### config.mk
export PLATFORM = sky130hd
export DESIGN_NAME = wis_alu
export DESIGN_NICKNAME = d
export VERILOG_FILES = /design/src/wis_pkg.sv /design/src/wis_alu.sv
export SDC_FILE = /design/constraint.sdc
export NUM_CORES = 1
export LEC_CHECK = 0
export BUFFER_PORTS_ARGS = -buffer_cell sky130_fd_sc_hd__buf_2
export CORE_UTILIZATION = 45
export DETAILED_ROUTE_END_ITERATION = 7
export PLACE_DENSITY_LB_ADDON = 0.15
export SKIP_LAST_GASP = 1
export SYNTH_ARGS = -nofsm -noshare
export SYNTH_HDL_FRONTEND = slang
export SYNTH_SLANG_ARGS = --single-unit
### constraint.sdc
create_clock -name vclk -period 5.6
set_clock_uncertainty 0.05 [all_clocks]
set_input_delay 1.12 -clock vclk [all_inputs]
set_output_delay 1.12 -clock vclk [all_outputs]
set_load 0.05 [all_outputs]
### src/wis_pkg.sv
// Shared types, sizes and codes for the weighted index sampler.
package wis_pkg;

    localparam int unsigned MAX_ITEMS   = 1024;
    localparam int unsigned WEIGHT_BITS = 16;
    localparam int unsigned COUNT_BITS  = 32;

    localparam int unsigned ADDR_W  = $clog2(MAX_ITEMS);
    localparam int unsigned LOAD_W  = $clog2(MAX_ITEMS + 1);
    localparam int unsigned TOTAL_W = 26;
    localparam int unsigned ALU_W   = (COUNT_BITS > TOTAL_W + 1) ? COUNT_BITS : TOTAL_W + 1;

    localparam int unsigned CFG_IDX_W  = 2;
    localparam int unsigned CFG_DATA_W = 11;

    localparam logic [TOTAL_W-1:0] TOTAL_MAX = '1;
    localparam logic [15:0] WEIGHT_MASK =
        (WEIGHT_BITS >= 16) ? 16'hFFFF : 16'((32'd1 << WEIGHT_BITS) - 32'd1);

    typedef struct packed {
        logic [1:0]  kind;
        logic [15:0] weight;
        logic [25:0] rand_value;
        logic [10:0] query_index;
    } t_in;

    typedef struct packed {
        logic [10:0] item_index;
        logic [31:0] hit_count;
        logic [25:0] total_weight;
        logic [1:0]  error_code;
    } t_out;

    typedef logic [1:0] t_kind;
    localparam t_kind KIND_LOAD  = 2'd0;
    localparam t_kind KIND_DRAW  = 2'd1;
    localparam t_kind KIND_READ  = 2'd2;
    localparam t_kind KIND_CLEAR = 2'd3;

    typedef logic [1:0] t_err;
    localparam t_err ERR_OK        = 2'd0;
    localparam t_err ERR_NOT_BELOW = 2'd1;
    localparam t_err ERR_FULL      = 2'd2;
    localparam t_err ERR_BAD_INDEX = 2'd3;

    typedef logic [CFG_IDX_W-1:0] t_cfg_idx;
    localparam t_cfg_idx CFG_ITEM_COUNT = 2'd0;
    localparam t_cfg_idx CFG_RECORD     = 2'd1;

    typedef logic [1:0] t_alu_op;
    localparam t_alu_op ALU_GT      = 2'd0;
    localparam t_alu_op ALU_ADD_SAT = 2'd1;
    localparam t_alu_op ALU_INC_SAT = 2'd2;

endpackage

### src/wis_alu.sv
// Shared compare / saturating add / saturating increment unit.
module wis_alu (
    input  wis_pkg::t_alu_op           i_op,
    input  logic [wis_pkg::ALU_W-1:0]  i_a,
    input  logic [wis_pkg::ALU_W-1:0]  i_b,
    output logic [wis_pkg::ALU_W-1:0]  o_res,
    output logic                       o_flag
);

    logic [wis_pkg::ALU_W:0]         w_sum;
    logic [wis_pkg::COUNT_BITS-1:0]  w_cnt;

    assign w_sum = {1'b0, i_a} + {1'b0, i_b};
    assign w_cnt = i_a[wis_pkg::COUNT_BITS-1:0];

    always_comb begin
        o_res  = i_a;
        o_flag = 1'b0;
        case (i_op)
            wis_pkg::ALU_GT: begin
                o_flag = (i_a > i_b);
            end
            wis_pkg::ALU_ADD_SAT: begin
                if (w_sum > (wis_pkg::ALU_W + 1)'(wis_pkg::TOTAL_MAX)) begin
                    o_res  = wis_pkg::ALU_W'(wis_pkg::TOTAL_MAX);
                    o_flag = 1'b1;
                end else begin
                    o_res = w_sum[wis_pkg::ALU_W-1:0];
                end
            end
            wis_pkg::ALU_INC_SAT: begin
                if (w_cnt == '1) begin
                    o_res  = wis_pkg::ALU_W'(w_cnt);
                    o_flag = 1'b1;
                end else begin
                    o_res = wis_pkg::ALU_W'(w_cnt) + wis_pkg::ALU_W'(1);
                end
            end
            default: begin
                o_res  = i_a;
                o_flag = 1'b0;
            end
        endcase
    end

endmodule

==> results of run 1 <==
[stage by stage]
step | setup slack, ns | power, mW | utilization [%] | instance area [um^2] | std cells
after detailed placement | 0.1487 | 0.6080 | 55.30 | 5206 | 917
after CTS | 0.1191 | 0.6104 | 55.30 | 5206 | 917
after global routing | 0.001847 | 0.6735 | 55.52 | 5228 | 917
after floorplan | -0.1236 | 0.4180 | - | 4444 | 690
after global placement | 0.1871 | 0.6055 | 55.30 | 5206 | 917
final | 0.1199 | 0.6232 | 55.52 | 5228 | 917
[logic make-up after synthesis]
logic type | after synthesis | share of synthesized area (%)
AO/OA/AOI/OAI | 220 | 32.67
XOR/XNOR | 22 | 4.340
adder cells (fa/ha/maj) | 70 | 19.90
buffers and inverters | 96 | 8.822
multiplexers | 7 | 1.663
AND/OR/NAND/NOR | 275 | 32.61
[final cells by class]
class,count,share of cell area (%)
Multi-Input combinational cell,594,77.60
Timing Repair Buffer,133,14.94
Inverter,61,4.380
Tap cell,129,3.088
[worst paths after layout]
kind	depth (start not counted)	end	start
min	3	o_res[29]	i_a[29]
max	15	o_res[20]	i_a[0]
[metal layers]
metal  GRT usage, %  vias up  part of all wire [%]
met2          56.72      279                    47
met4          8.584        0                   2.5
met1          42.28     2612                    43
li1               -     2741                     -
met5              0        -                     0
met3          2.346       36                   7.5
[where the power goes]
part | internal (mW) | total [mW] | leakage [nW] | switching, mW
Sequential | 0 | 0 | 0 | 0
Clock | 0 | 0 | 0 | 0
Combinational | 0.215 | 0.623 | 2.42 | 0.408
[cells in the final DEF, fill, tap and decap left out, types with 5 or more instances in the layout]
cell                        n
sky130_fd_sc_hd__o211ai_1   7
sky130_fd_sc_hd__nand4_1   11
sky130_fd_sc_hd__a21o_1     8
sky130_fd_sc_hd__nor2b_1   13
sky130_fd_sc_hd__ha_1      69
sky130_fd_sc_hd__a221oi_1   9
sky130_fd_sc_hd__nand3_1   23
sky130_fd_sc_hd__a211oi_1   5
sky130_fd_sc_hd__buf_4     35
sky130_fd_sc_hd__nand2_1   54
sky130_fd_sc_hd__o31ai_1   16
sky130_fd_sc_hd__inv_1     60
sky130_fd_sc_hd__or2_2      5
sky130_fd_sc_hd__or3_1      5
sky130_fd_sc_hd__clkbuf_4   5
sky130_fd_sc_hd__a22oi_1    7
sky130_fd_sc_hd__a31oi_1   12
sky130_fd_sc_hd__o21ai_0   45
sky130_fd_sc_hd__xnor2_1   18
sky130_fd_sc_hd__nor2_1    70
sky130_fd_sc_hd__and2_1     9
sky130_fd_sc_hd__buf_2     92
sky130_fd_sc_hd__a21oi_1   56
sky130_fd_sc_hd__o21bai_1   7
sky130_fd_sc_hd__nand2b_1   6
sky130_fd_sc_hd__nor3_1    23
sky130_fd_sc_hd__nor4_1    14
sky130_fd_sc_hd__and3_1    14
==> metrics.txt, run 1 <==
# TYPE chip_impl_metric gauge
chip_impl_metric{name="ant_nets",unit=""} 0
chip_impl_metric{name="ios",unit=""} 99
chip_impl_info{name="launching_element_type_of_the_critical_path",value="primary input"} 1
chip_impl_metric{name="grt_max_degree",unit=""} 29
chip_impl_metric{name="antenna_found_initial",unit=""} 0
chip_impl_metric{name="gr_usage_total",unit="%"} 32.23
chip_impl_metric{name="initialDrtViolationCount",unit=""} 376
chip_impl_metric{name="netlist_instances",unit=""} 690
chip_impl_metric{name="drt-total-wl",unit="um"} 16760
chip_impl_metric{name="static-leakage-power",unit="nW"} 2.423
chip_impl_metric{name="fin_setup_tns",unit="ns"} 0
chip_impl_metric{name="worst_ep_arrival_time",unit="ns"} 4.31
chip_impl_metric{name="post-route-min-period",unit="ns"} 5.480
chip_impl_metric{name="final_net_count",unit=""} 926
chip_impl_info{name="hold_class",value="in2out"} 1
chip_impl_metric{name="total_area_of_sequential_cells",unit="um^2"} 0
chip_impl_metric{name="critical-path-max-stage-delay",unit="ns"} 0.44
chip_impl_metric{name="global_route_wire_length_before_repair",unit="um"} 26330
chip_impl_metric{name="number_of_global_route_vias_before_repair",unit=""} 5196
chip_impl_metric{name="number_of_buffers_inserted_by_hold_repair_at_cts",unit=""} 0
chip_impl_info{name="unrepaired_setup_endpoints_after_global_routing",value="no"} 1
chip_impl_metric{name="synth.distinct_cells",unit=""} 75
chip_impl_metric{name="nFlopsAndLatches",unit=""} 0
chip_impl_info{name="synth_largest_area_cell",value="sky130_fd_sc_hd__ha_1"} 1
chip_impl_metric{name="route.detailed.drc",unit=""} 0
chip_impl_metric{name="cp.buffers_inverters",unit=""} 4
chip_impl_info{name="synth.most_common_cell",value="sky130_fd_sc_hd__nor2_1"} 1
chip_impl_metric{name="coreArea",unit="um^2"} 9415
chip_impl_metric{name="vdd_drop_max",unit="uV"} 57.63
chip_impl_metric{name="globalRoute.totalOverflow",unit=""} 0
chip_impl_metric{name="max_slew_margin_vs_limit",unit="%"} 50.53
chip_impl_metric{name="final_min_period_over_clock_period",unit="%"} 97.86
chip_impl_metric{name="final-setup-viol-count",unit=""} 0
chip_impl_metric{name="syn-cell-area",unit="um^2"} 4439
chip_impl_metric{name="drt_pre_antenna_iters",unit=""} 6
chip_impl_metric{name="yosysSeqAreaShare",unit="%"} 0
chip_impl_metric{name="max_cap_violations",unit=""} 0
chip_impl_metric{name="avgViaCountPerCell",unit=""} 6.181
chip_impl_info{name="ys_top_cells_by_area",value="sky130_fd_sc_hd__ha_1 19%, sky130_fd_sc_hd__a21oi_1 6.3%, sky130_fd_sc_hd__nor2_1 5.9%, sky130_fd_sc_hd__inv_1 5.1%, sky130_fd_sc_hd__o21ai_0 5.1%"} 1
chip_impl_metric{name="drt-wirelength-per-cell",unit="um"} 18.27
chip_impl_metric{name="data_required_time_of_the_critical_path",unit="ns"} 4.43
chip_impl_info{name="crit_top_cell",value="sky130_fd_sc_hd__buf_2"} 1
chip_impl_metric{name="clk_buffers",unit=""} 0
chip_impl_metric{name="postCtsSetupRepairBufs",unit=""} 0
chip_impl_metric{name="floorplan.die.height",unit="um"} 101.3
chip_impl_info{name="critPathKind",value="in2out"} 1
chip_impl_metric{name="final_max_slew_viol_count",unit=""} 0
chip_impl_metric{name="drive_gt1_share",unit="%"} 20.05
chip_impl_metric{name="powerDensity",unit="nW/um^2"} 119.2
chip_impl_metric{name="synth_top_area_share",unit="%"} 19.45
chip_impl_metric{name="worst-slew-pin-transition",unit="ns"} 0.7403
chip_impl_info{name="synth_common_cells",value="70 x sky130_fd_sc_hd__nor2_1, 69 x sky130_fd_sc_hd__ha_1, 60 x sky130_fd_sc_hd__inv_1"} 1
chip_impl_metric{name="ctsResizeCount",unit=""} 0
chip_impl_metric{name="ys.warnings.count",unit=""} 0
chip_impl_metric{name="filler_cell_count",unit=""} 973
chip_impl_metric{name="fin_hold_ws",unit="ns"} 2.630
chip_impl_metric{name="starting_density",unit="%"} 47.15
chip_impl_metric{name="synth_area_per_cell",unit="um^2"} 6.434
chip_impl_info{name="cell_chain_of_the_critical_path",value="buf_2 -> ha_1 -> inv_1 -> fa_1 -> o21ba_1 -> or4_4 -> a21oi_1 -> o21ai_2 -> or3_1 -> o211ai_1 -> nor4_1 -> and4_1 -> buf_4 -> o21ai_0 -> buf_2"} 1
chip_impl_info{name="cpLargestDelayFamily",value="simple AND/OR/NAND/NOR gates"} 1
chip_impl_metric{name="max_freq",unit="GHz"} 0.1825
chip_impl_metric{name="area_delta_synth_final",unit="%"} 17.76
chip_impl_metric{name="routed-via-count",unit=""} 5668
chip_impl_metric{name="syn-num-nets",unit=""} 826
chip_impl_metric{name="core.rowCount",unit=""} 35
chip_impl_info{name="crit_path_top_delay_cell",value="sky130_fd_sc_hd__or4_4"} 1
chip_impl_metric{name="multi_input_area",unit="um^2"} 4056
chip_impl_info{name="outcome",value="completed"} 1
chip_impl_metric{name="floorplan.die.width",unit="um"} 101.3
chip_impl_metric{name="buffer_ports.inserted",unit=""} 99
chip_impl_metric{name="gpl.final_weighted_congestion",unit=""} 1.043
chip_impl_metric{name="finalHoldViolations",unit=""} 0
chip_impl_metric{name="antenna_cells",unit=""} 0
chip_impl_metric{name="area_enclosed_by_the_die_boundary",unit="um^2"} 10270
chip_impl_metric{name="dp.final_hpwl",unit="um"} 13840
chip_impl_metric{name="critical_path_peak_fanout",unit=""} 4
chip_impl_info{name="cp-end-kind",value="output pin"} 1
Power figures use the tool's default switching activity.
==> run 2: changes to the inputs <==
- GPL_ROUTABILITY_DRIVEN: unset -> 0
- GPL_TIMING_DRIVEN: unset -> 0
- clock period: 5.6 -> 4.9 ns (I/O delays scaled with it)
==> run 2 against run 1 <==
  * Total power rose by 36%
  * Design area rose by 16%
  * Setup slack got worse by 0.37 ns
  * The run now ends with setup timing left
  * Sequential share of layout area did not move
  * Final cell count rose by 2.0%
==> metrics.txt, run 2 (synthesis gave the netlist of run 1 again) <==
# TYPE chip_impl_metric gauge
chip_impl_metric{name="static-leakage-power",unit="nW"} 2.605
chip_impl_info{name="cp-end-kind",value="output pin"} 1
chip_impl_metric{name="final-setup-viol-count",unit=""} 27
chip_impl_metric{name="p_comb_share",unit="%"} 100.0
chip_impl_metric{name="ant_nets",unit=""} 0
chip_impl_metric{name="final_net_count",unit=""} 944
chip_impl_info{name="critPathKind",value="in2out"} 1
chip_impl_metric{name="fin_hold_ws",unit="ns"} 2.335
chip_impl_metric{name="post-route-min-period",unit="ns"} 5.148
chip_impl_metric{name="number_of_global_route_vias_before_repair",unit=""} 5552
chip_impl_metric{name="clk_buffers",unit=""} 0
chip_impl_metric{name="number_of_buffers_inserted_by_hold_repair_at_cts",unit=""} 0
chip_impl_info{name="layout.cells.most_common",value="sky130_fd_sc_hd__buf_2"} 1
chip_impl_info{name="unrepaired_setup_endpoints_after_global_routing",value="yes"} 1
chip_impl_metric{name="filler_cell_count",unit=""} 870
chip_impl_metric{name="max_freq",unit="GHz"} 0.1942
chip_impl_metric{name="worst-slew-pin-transition",unit="ns"} 1.199
chip_impl_info{name="crit_path_top_delay_cell",value="sky130_fd_sc_hd__or4_4"} 1
chip_impl_metric{name="cell_internal_pwr",unit="mW"} 0.3106
chip_impl_metric{name="finalHoldViolations",unit=""} 0
chip_impl_metric{name="multi_input_area",unit="um^2"} 4586
chip_impl_metric{name="area_delta_synth_final",unit="%"} 36.25
chip_impl_info{name="hold_class",value="in2out"} 1
chip_impl_metric{name="routed-via-count",unit=""} 6044
chip_impl_metric{name="power.net_switching",unit="mW"} 0.5351
chip_impl_metric{name="data_required_time_of_the_critical_path",unit="ns"} 3.87
chip_impl_metric{name="final-instance-count-excl-fill",unit=""} 935
chip_impl_metric{name="drt_pre_antenna_iters",unit=""} 5
chip_impl_metric{name="critical_path_peak_fanout",unit=""} 5
chip_impl_metric{name="global_route_wire_length_before_repair",unit="um"} 26810
chip_impl_metric{name="vdd_drop_max",unit="uV"} 69.13
chip_impl_metric{name="grt_max_degree",unit=""} 11
chip_impl_info{name="final_cell_mix",value="74 x sky130_fd_sc_hd__buf_2, 68 x sky130_fd_sc_hd__nor2_1, 64 x sky130_fd_sc_hd__ha_1"} 1
chip_impl_metric{name="powerDensity",unit="nW/um^2"} 139.8
chip_impl_metric{name="area_enclosed_by_the_die_boundary",unit="um^2"} 10270
chip_impl_metric{name="finish.utilization",unit="%"} 64.24
chip_impl_info{name="failed_checks",value="setup timing"} 1
chip_impl_metric{name="coreArea",unit="um^2"} 9415
chip_impl_metric{name="worst_ep_arrival_time",unit="ns"} 4.12
chip_impl_metric{name="place.detailed.instances",unit=""} 918
chip_impl_metric{name="globalRoute.totalOverflow",unit=""} 0
chip_impl_metric{name="core.rowCount",unit=""} 35
chip_impl_metric{name="initialDrtViolationCount",unit=""} 492
chip_impl_metric{name="sequential_power_share",unit="%"} 0
chip_impl_metric{name="max_cap_violations",unit=""} 0
chip_impl_metric{name="floorplan.die.height",unit="um"} 101.3
chip_impl_info{name="outcome",value="complete, but fails checks"} 1
chip_impl_metric{name="drt-total-wl",unit="um"} 17280
chip_impl_metric{name="max_slew_margin_vs_limit",unit="%"} 20.04
chip_impl_metric{name="finalInstanceArea",unit="um^2"} 6048
chip_impl_metric{name="floorplan.die.width",unit="um"} 101.3
chip_impl_metric{name="total_area_of_sequential_cells",unit="um^2"} 0
chip_impl_metric{name="final_max_slew_viol_count",unit=""} 0
chip_impl_info{name="cell_chain_of_the_critical_path",value="buf_8 -> ha_4 -> inv_2 -> fa_2 -> o21ba_4 -> or4_4 -> a21oi_4 -> o21ai_4 -> or3_1 -> o211ai_1 -> nor4_1 -> and4_1 -> buf_6 -> buf_12 -> buf_12 -> o211ai_4 -> buf_6"} 1
chip_impl_metric{name="antenna_found_initial",unit=""} 0
chip_impl_metric{name="drt-wirelength-per-cell",unit="um"} 18.48
chip_impl_metric{name="place_area",unit="um^2"} 5346
chip_impl_metric{name="dp.final_hpwl",unit="um"} 13170
chip_impl_metric{name="gr_usage_total",unit="%"} 32.60
chip_impl_metric{name="route.detailed.drc",unit=""} 0
chip_impl_metric{name="post-route-worst-setup-slack",unit="ns"} -0.2482
chip_impl_metric{name="pwr-share-clk",unit="%"} 0
chip_impl_metric{name="drive_gt1_share",unit="%"} 26.43
chip_impl_metric{name="avgViaCountPerCell",unit=""} 6.464
chip_impl_info{name="launching_element_type_of_the_critical_path",value="primary input"} 1
chip_impl_metric{name="critical-path-max-stage-delay",unit="ns"} 0.47
chip_impl_metric{name="antenna_cells",unit=""} 0
chip_impl_metric{name="ios",unit=""} 99
chip_impl_metric{name="final_min_period_over_clock_period",unit="%"} 105.1
chip_impl_metric{name="starting_density",unit="%"} 47.15
chip_impl_metric{name="net_sw_share",unit="%"} 63.27
chip_impl_metric{name="nFlopsAndLatches",unit=""} 0
chip_impl_metric{name="buffer_ports.inserted",unit=""} 99
run 2: cell count changes in the layout (fill, tap and decap cells not counted), moves of 5 or more:
cell and change:
sky130_fd_sc_hd__buf_2 -18, sky130_fd_sc_hd__a21oi_4 +9, sky130_fd_sc_hd__ha_1 -5, sky130_fd_sc_hd__a21oi_1 -11
sky130_fd_sc_hd__buf_4 -15, sky130_fd_sc_hd__a31oi_1 -7, sky130_fd_sc_hd__o21ai_0 -9, sky130_fd_sc_hd__clkbuf_1 +12
sky130_fd_sc_hd__a31oi_4 +7, sky130_fd_sc_hd__o21ai_4 +7, sky130_fd_sc_hd__buf_6 +32
run 2: cell type report:
cell class | instances | share of cell area, %
Inverter | 61 | 3.786
Tap cell | 129 | 2.669
Timing Repair Buffer | 123 | 15.00
Buffer | 28 | 2.731
Multi-Input combinational cell | 594 | 75.82
run 2: power by group through the flow:
stage	registers [mW]	logic, mW	clock network (mW)
after floorplan	0	0.522	0
after global placement	0	0.698	0
after detailed placement	0	0.710	0
after CTS	0	0.800	0
after global routing	0	0.899	0
final	0	0.846	0
run 2: what timing repair did:
item,CTS,global route
setup buffers,18,7
setup endpoints to repair,27,27
pin swaps,11,9
gates resized for setup,99,43
gates cloned,2,0
run 2: stage by stage:
stage,setup WS [ns],power (mW),setup TNS [ns]
2_1_floorplan,-0.08835,0.5216,-0.5566
3_3_place_gp,-0.5142,0.6983,-10.94
5_1_grt,-0.2766,0.8992,-4.651
4_1_cts,-0.2281,0.8000,-3.161
6_report,-0.2482,0.8458,-3.225
3_5_place_dp,-0.4920,0.7105,-10.73
run 2: worst paths after layout:
kind,slack (ns),start,cells after the start,to
setup / recovery,-0.25,i_a[0],17,o_res[25]
hold / removal,2.34,i_a[29],3,o_res[29]
run 2: worst max-delay path, delay by kind of cell:
family	cells	cell delay (ns)
simple gates	4	1.09
compound gates	5	0.87
buf+inv	6	0.70
fa+ha+maj	2	0.47
run 2: layer usage:
layer | track usage (%) | wire, um | part of all wire (%) | up-vias
li1 | - | - | - | 2788
met1 | 40.66 | 6887 | 40 | 2826
met2 | 57.82 | 8260 | 48 | 368
met3 | 2.830 | 1465 | 8.5 | 62
met4 | 12.71 | 665 | 3.8 | 0
met5 | 0 | 0 | 0 | -
